`config.mk`:
```
export PLATFORM = sky130hd
export DESIGN_NAME = sorted_priority_queue_core
export DESIGN_NICKNAME = d
export VERILOG_FILES = /design/src/sv/spq_pkg.sv /design/src/sv/spq_cell.sv /design/src/sv/sorted_priority_queue_core.sv
export SDC_FILE = /design/constraint.sdc
export NUM_CORES = 2
export LEC_CHECK = 0
export ABC_CLOCK_PERIOD_IN_PS = 7800
export BUFFER_PORTS_ARGS = -buffer_cell sky130_fd_sc_hd__clkbuf_2
export CORE_MARGIN = 1
export CORE_UTILIZATION = 35
export DETAILED_ROUTE_END_ITERATION = 10
export GPL_ROUTABILITY_DRIVEN = 0
export PLACE_DENSITY = 0.61
export SLEW_MARGIN = 10
export SYNTH_ARGS = -nofsm -noshare
export SYNTH_HDL_FRONTEND = slang
export SYNTH_SLANG_ARGS = --single-unit
```
`constraint.sdc`:
```
create_clock -name clk_i -period 7.8 [get_ports clk_i]
set_clock_uncertainty 0.05 [all_clocks]
set_input_delay 0.39 -clock clk_i [delete_from_list [all_inputs] [get_ports clk_i]]
set_output_delay 0.39 -clock clk_i [all_outputs]
set_load 0.03 [all_outputs]
```
`src/sv/spq_pkg.sv`:
```
// Shared types and constants for the sorted priority queue.
package spq_pkg;

  localparam int unsigned CAPACITY = 16;
  localparam int unsigned CntW = $clog2(CAPACITY + 1);
  localparam int unsigned ValueW = 32;
  localparam int unsigned PrioW = 16;
  localparam int unsigned OccW = 5;

  typedef enum logic {
    CmdInsert = 1'b0,
    CmdRemove = 1'b1
  } cmd_e;

  typedef enum logic [1:0] {
    StInserted  = 2'd0,
    StRemoved   = 2'd1,
    StUnderflow = 2'd2,
    StOverflow  = 2'd3
  } status_e;

  typedef enum logic [1:0] {
    OpHold   = 2'd0,
    OpInsert = 2'd1,
    OpRemove = 2'd2
  } op_e;

  typedef struct packed {
    logic signed [ValueW-1:0] value;
    logic signed [PrioW-1:0]  prio;
  } entry_t;

  typedef struct packed {
    op_e    op;
    entry_t item;
  } cell_ctrl_t;

endpackage

```
`src/sv/spq_cell.sv`:
```
// One storage cell of the sorted chain: compares against the new request and shifts.
module spq_cell (
  input  logic              clk_i,
  input  spq_pkg::cell_ctrl_t ctrl_i,
  input  logic              valid_i,
  input  logic              left_le_i,
  input  spq_pkg::entry_t   left_i,
  input  spq_pkg::entry_t   right_i,
  output spq_pkg::entry_t   entry_o,
  output logic              le_o
);
  import spq_pkg::*;

  entry_t entry_q;
  entry_t entry_d;

  assign le_o = valid_i && (entry_q.prio <= ctrl_i.item.prio);

  always_comb begin
    entry_d = entry_q;
    case (ctrl_i.op)
      OpInsert: begin
        if (le_o) begin
          entry_d = entry_q;
        end else if (left_le_i) begin
          entry_d = ctrl_i.item;
        end else begin
          entry_d = left_i;
        end
      end
      OpRemove: begin
        entry_d = right_i;
      end
      default: begin
        entry_d = entry_q;
      end
    endcase
  end

  always_ff @(posedge clk_i) begin
    entry_q <= entry_d;
  end

  assign entry_o = entry_q;

endmodule

```
`src/sv/sorted_priority_queue_core.sv`:
```
// Top level of the sorted priority queue built as a chain of compare-and-shift cells.
// The result of a request is registered and appears in the cycle after the request is accepted.
// Throughput: one request per cycle while no result is held; every cell compares and shifts in the same cycle.
// A new request enters in the cycle the previous result leaves; a held result stalls the input.
// Reset empties the queue and clears the result valid flag; cell contents and result fields stay undefined.
module sorted_priority_queue_core (
  input  logic                                clk_i,
  input  logic                                rst_ni,
  input  logic                                in_valid_i,
  output logic                                in_stall_o,
  input  logic                                cmd_i,
  input  logic signed [spq_pkg::ValueW-1:0]   item_value_i,
  input  logic signed [spq_pkg::PrioW-1:0]    item_priority_i,
  output logic                                out_valid_o,
  input  logic                                out_stall_i,
  output logic [1:0]                          status_o,
  output logic signed [spq_pkg::ValueW-1:0]   removed_value_o,
  output logic [spq_pkg::OccW-1:0]            occupancy_o
);
  import spq_pkg::*;

  logic [CntW-1:0]         count_q, count_d;
  logic                    out_valid_q, out_valid_d;
  status_e                 status_q, status_d;
  logic signed [ValueW-1:0] removed_q, removed_d;
  logic [OccW-1:0]         occ_q, occ_d;

  logic       accept;
  logic       full;
  logic       empty;
  cell_ctrl_t ctrl;

  entry_t cell_entry [CAPACITY];
  logic   cell_le    [CAPACITY];
  logic   cell_valid [CAPACITY];

  assign in_stall_o = out_valid_q && out_stall_i;
  assign accept     = in_valid_i && !in_stall_o;
  assign full       = (count_q == CntW'(CAPACITY));
  assign empty      = (count_q == '0);

  always_comb begin
    ctrl.item.value = item_value_i;
    ctrl.item.prio  = item_priority_i;
    ctrl.op         = OpHold;
    count_d         = count_q;
    status_d        = status_q;
    removed_d       = removed_q;
    if (accept) begin
      removed_d = '0;
      if (cmd_i == CmdInsert) begin
        if (full) begin
          status_d = StOverflow;
        end else begin
          ctrl.op  = OpInsert;
          count_d  = count_q + CntW'(1);
          status_d = StInserted;
        end
      end else begin
        if (empty) begin
          status_d = StUnderflow;
        end else begin
          ctrl.op   = OpRemove;
          count_d   = count_q - CntW'(1);
          status_d  = StRemoved;
          removed_d = cell_entry[0].value;
        end
      end
    end
    occ_d       = accept ? OccW'(count_d) : occ_q;
    out_valid_d = accept || (out_valid_q && out_stall_i);
  end

  for (genvar i = 0; i < CAPACITY; i++) begin : g_cell
    entry_t left_entry;
    entry_t right_entry;
    logic   left_le;

    assign cell_valid[i] = (CntW'(i) < count_q);

    if (i == 0) begin : g_head
      assign left_entry = ctrl.item;
      assign left_le    = 1'b1;
    end else begin : g_body
      assign left_entry = cell_entry[i-1];
      assign left_le    = cell_le[i-1];
    end

    if (i == CAPACITY - 1) begin : g_tail
      assign right_entry = cell_entry[i];
    end else begin : g_inner
      assign right_entry = cell_entry[i+1];
    end

    spq_cell u_cell (
      .clk_i     (clk_i),
      .ctrl_i    (ctrl),
      .valid_i   (cell_valid[i]),
      .left_le_i (left_le),
      .left_i    (left_entry),
      .right_i   (right_entry),
      .entry_o   (cell_entry[i]),
      .le_o      (cell_le[i])
    );
  end

  always_ff @(posedge clk_i or negedge rst_ni) begin
    if (!rst_ni) begin
      count_q     <= '0;
      out_valid_q <= 1'b0;
    end else begin
      count_q     <= count_d;
      out_valid_q <= out_valid_d;
    end
  end

  always_ff @(posedge clk_i) begin
    status_q  <= status_d;
    removed_q <= removed_d;
    occ_q     <= occ_d;
  end

  assign out_valid_o     = out_valid_q;
  assign status_o        = status_q;
  assign removed_value_o = removed_q;
  assign occupancy_o     = occ_q;

endmodule

```
==> impl_metrics.toml <==
[worst_setup_path]
r2r_end = "g_cell[13].u_cell.entry_o[38]$_DFFE_PP_"
critPathTopFamily = "buffers and inverters"
path_depth_of_the_worst_reg2reg_path = 7
worstPathMaxFanout = 235
reg_to_reg_critical_path_startpoint = "count_q[1]$_DFF_PN0_"
crit_slowest_cell = "buf_4"
setup.reg_to_reg.worst_slack_ns = 2.47
endpoint_kind = "register"
setup.worst_path.start_class = "register"
worst-path-buf-inv = 3
path_cells = "inv_1 -> ha_1 -> nand2_2 -> and3_4 -> buf_12 -> buf_4 -> o21ai_0"
critical_path_required_ns = 8.14
crit_arrival_ns = 5.67
critical_path.max_stage_delay_ns = 0.96
critPathKind = "reg2reg"

[timing]
hold_viol = 0
finalSetupViolations = 0
rsz0062_at_grt = "false"
max_slew_margin_pct = 23.6
clock.fmax_ghz = 0.188
final.period_utilization_pct = 68.3
measured_slew_at_the_worst_slew_check_pin_ns = 1.15
post_layout_minimum_cycle_time_ns = 5.33
timing_max_transition_violations_final = 0
setup-tns-final_ns = 0

[yosys]
synth_async_sr_flop_share_pct = 0.738
flip_flop_and_latch_count_after_synthesis = 813
post-synth-top-count-cell = "edfxtp_1"
syn_inst = 4280
yosysTopAreaCellShare_pct = 53.6
ys_seq_area_share_pct = 53.9
synthesis.area_um2 = 45200
synth_flop_cell = "edfxtp_1"
ys_top_cells_by_area = "edfxtp_1 54%, ha_1 7.2%, mux2i_1 6.4%"
synth_common_cells = "807 x edfxtp_1, 655 x nand2_1, 465 x a21oi_1"
synth_area_leader_cell = "edfxtp_1"
avgSynthCellArea_um2 = 10.6
netlist-cell-type-count = 69
synth-warning-count = 0
synth-edff-count = 807
syn_nets = 4592

[pwr]
pwr-share-clk_pct = 28.0
cellPowerDensity_nw_per_um2 = 301
sw_frac_of_total_pct = 34.9
totalPowerFinal_w = 0.0151
leakagePower_nw = 18.5
power_report.internal_total_w = 0.00981
worst_ir_drop_vdd_mv = 0.185
combPwrFrac_pct = 28.9
switchingPower_w = 0.00525
seqPwrFrac_pct = 43.1

[route]
route.detailed.drc = 0
detailedRoute.firstPassIterationCount = 6
dr_total_vias = 35100
drtIter0Drc = 4427
drt-vias-per-instance = 5.92
post_drt_wl_per_cell_um = 25.3
drt_wirelength_mm = 150
drtAntennaViolNets = 0

[placed_design]
portBuffers = 93
detailed_place_hpwl_mm = 93.6

[floorplan]
dieArea_um2 = 131000
die_height_um = 362
fp.coreArea_um2 = 128000
design.portCount = 94
die_w_um = 362
initial_utilization_pct = 35.4
floorplan.rows = 131

[global_route]
first_global_vias = 33400
antenna_found_initial = 8
grtUsageTotal_pct = 22.4
grt_start_max_net_pins = 236
wire_length_of_the_first_global_routing_pass_mm = 221
grt.overflow.total = 0

[clock_network]
cts.reportedPaths.clkPinSlew_ns = 0.06
htreeDepth = 3
tritoncts = "built"
post-cts-setup-buffer-count = 0
cts.path.max_buffers = 3
tritoncts_num_sinks = 813
insertion_delay_ns = 0.69
numCtsBuffers = 89
clock_tree.root_cell = "clkbuf_16"

[layout]
post_route_cells_drive_above_1_share_pct = 8.35
multiInputGateArea_um2 = 19600
fillerInstances = 12500
final_net_count = 4501
area.sequential_um2 = 24400
areaGrowthSynthToFinish_pct = 10.8

[min_path]
holdCritPathClass = "in2async"

[run_status]
result_of_the_run = "complete, no violations"

[run]
max_cap_viol_count = 0
metal layers:
layer  share of wire [%]  global-route usage [%]
met1                  43                    31.4
met2                  45                    34.9
met3                 8.6                    4.19
met4                 3.2                    7.19
met5               0.026                       0
per-stage QoR:
step	area (um2)	util [%]	hold slack, ns	cells	worst slack (ns)
4_1_cts	50100	39.2	0.0309	5923	2.63
3_5_place_dp	47200	36.9	0.215	5757	2.61
5_1_grt	50100	39.2	0.0704	5925	2.24
2_1_floorplan	45200	-	0.0444	4280	1.75
3_3_place_gp	47200	36.9	0.220	5756	2.66
6_report	50100	39.2	0.0613	5929	2.47
worst register-to-register path, stage by stage, from the launching register on:
cell and delay (ns):
dfrtp_1 0.59, inv_1 0.14, ha_1 0.26, nand2_2 0.84, and3_4 0.95, buf_12 0.72, buf_4 1.17, o21ai_0 0.31
cell usage in the layout, fill, tap and decap left out, types with 44 or more instances in the layout:
master / netlist / final
nand2_1: 655 / 653
ha_1: 259 / 259
mux2i_1: 289 / 289
buf_4: 16 / 61
nand4_1: 49 / 49
clkbuf_16: 0 / 89
clkbuf_2: 0 / 93
o211ai_1: 294 / 294
nor2_1: 324 / 317
edfxtp_1: 807 / 807
a21oi_1: 465 / 457
inv_1: 45 / 45
nand3_1: 316 / 313
a21o_1: 44 / 44
o21ai_0: 114 / 114
cells by family (layout without fill, tap and decap cells):
logic type | after synthesis | after routing | share of synthesized area [%]
AND/OR/NAND/NOR | 1460 | 1460 | 13.9
AO/OA/AOI/OAI | 1019 | 1019 | 13.8
flip-flops | 813 | 813 | 53.9
buffers and inverters | 389 | 370 | 3.57
multiplexers | 338 | 338 | 7.62
adder cells (fa/ha/maj) | 259 | 259 | 7.16
XOR/XNOR | 2 | 2 | 0.0387
other | 0 | 6 | 0
flip-flops by register name (all words and copies together), names as in the netlist:
signal / flops
count_q: 5
g_cell.u_cell.entry_o: 768
occupancy_o: 5
out_valid_o: 1
removed_value_o: 32
status_o: 2
worst max path at each step:
stage                         startpoint                                 endpoint  slack (ns)  cells after the start
floorplan             item_priority_i[1]   g_cell[15].u_cell.entry_o[0]$_DFFE_PP_        1.75                     10
global placement     item_priority_i[15]   g_cell[3].u_cell.entry_o[40]$_DFFE_PP_        2.66                     11
detailed placement    item_priority_i[1]    g_cell[9].u_cell.entry_o[3]$_DFFE_PP_        2.61                     11
CTS                 count_q[1]$_DFF_PN0_  g_cell[13].u_cell.entry_o[38]$_DFFE_PP_        2.63                      7
global route        count_q[1]$_DFF_PN0_  g_cell[13].u_cell.entry_o[43]$_DFFE_PP_        2.24                      7
finish              count_q[1]$_DFF_PN0_  g_cell[13].u_cell.entry_o[38]$_DFFE_PP_        2.47                      7
power by group through the flow:
stage / sequential (W) / clock, W / combinational [W]
after floorplan: 0.00637 / 0 / 0.00293
after global placement: 0.00656 / 0 / 0.00418
after detailed placement: 0.00656 / 0 / 0.00429
after CTS: 0.00648 / 0.00428 / 0.00430
after global routing: 0.00656 / 0.00443 / 0.00469
final: 0.00650 / 0.00421 / 0.00436
repair_timing:
action	in CTS	in global routing
endpoints found under the hold margin	7	0
setup endpoints to repair	0	0
resized for setup	0	0
hold buffers	3	0
layout make-up:
type	count	area share [%]
clock buffer	117	4.69
inverter	46	0.344
timing repair buffer	161	2.08
tap	1662	4.15
multi-input combinational	3078	39.1
antenna	6	0.0299
sequential	813	48.6
clock inverter	46	1.01
No activity file was read; power rests on OpenSTA's default activity.
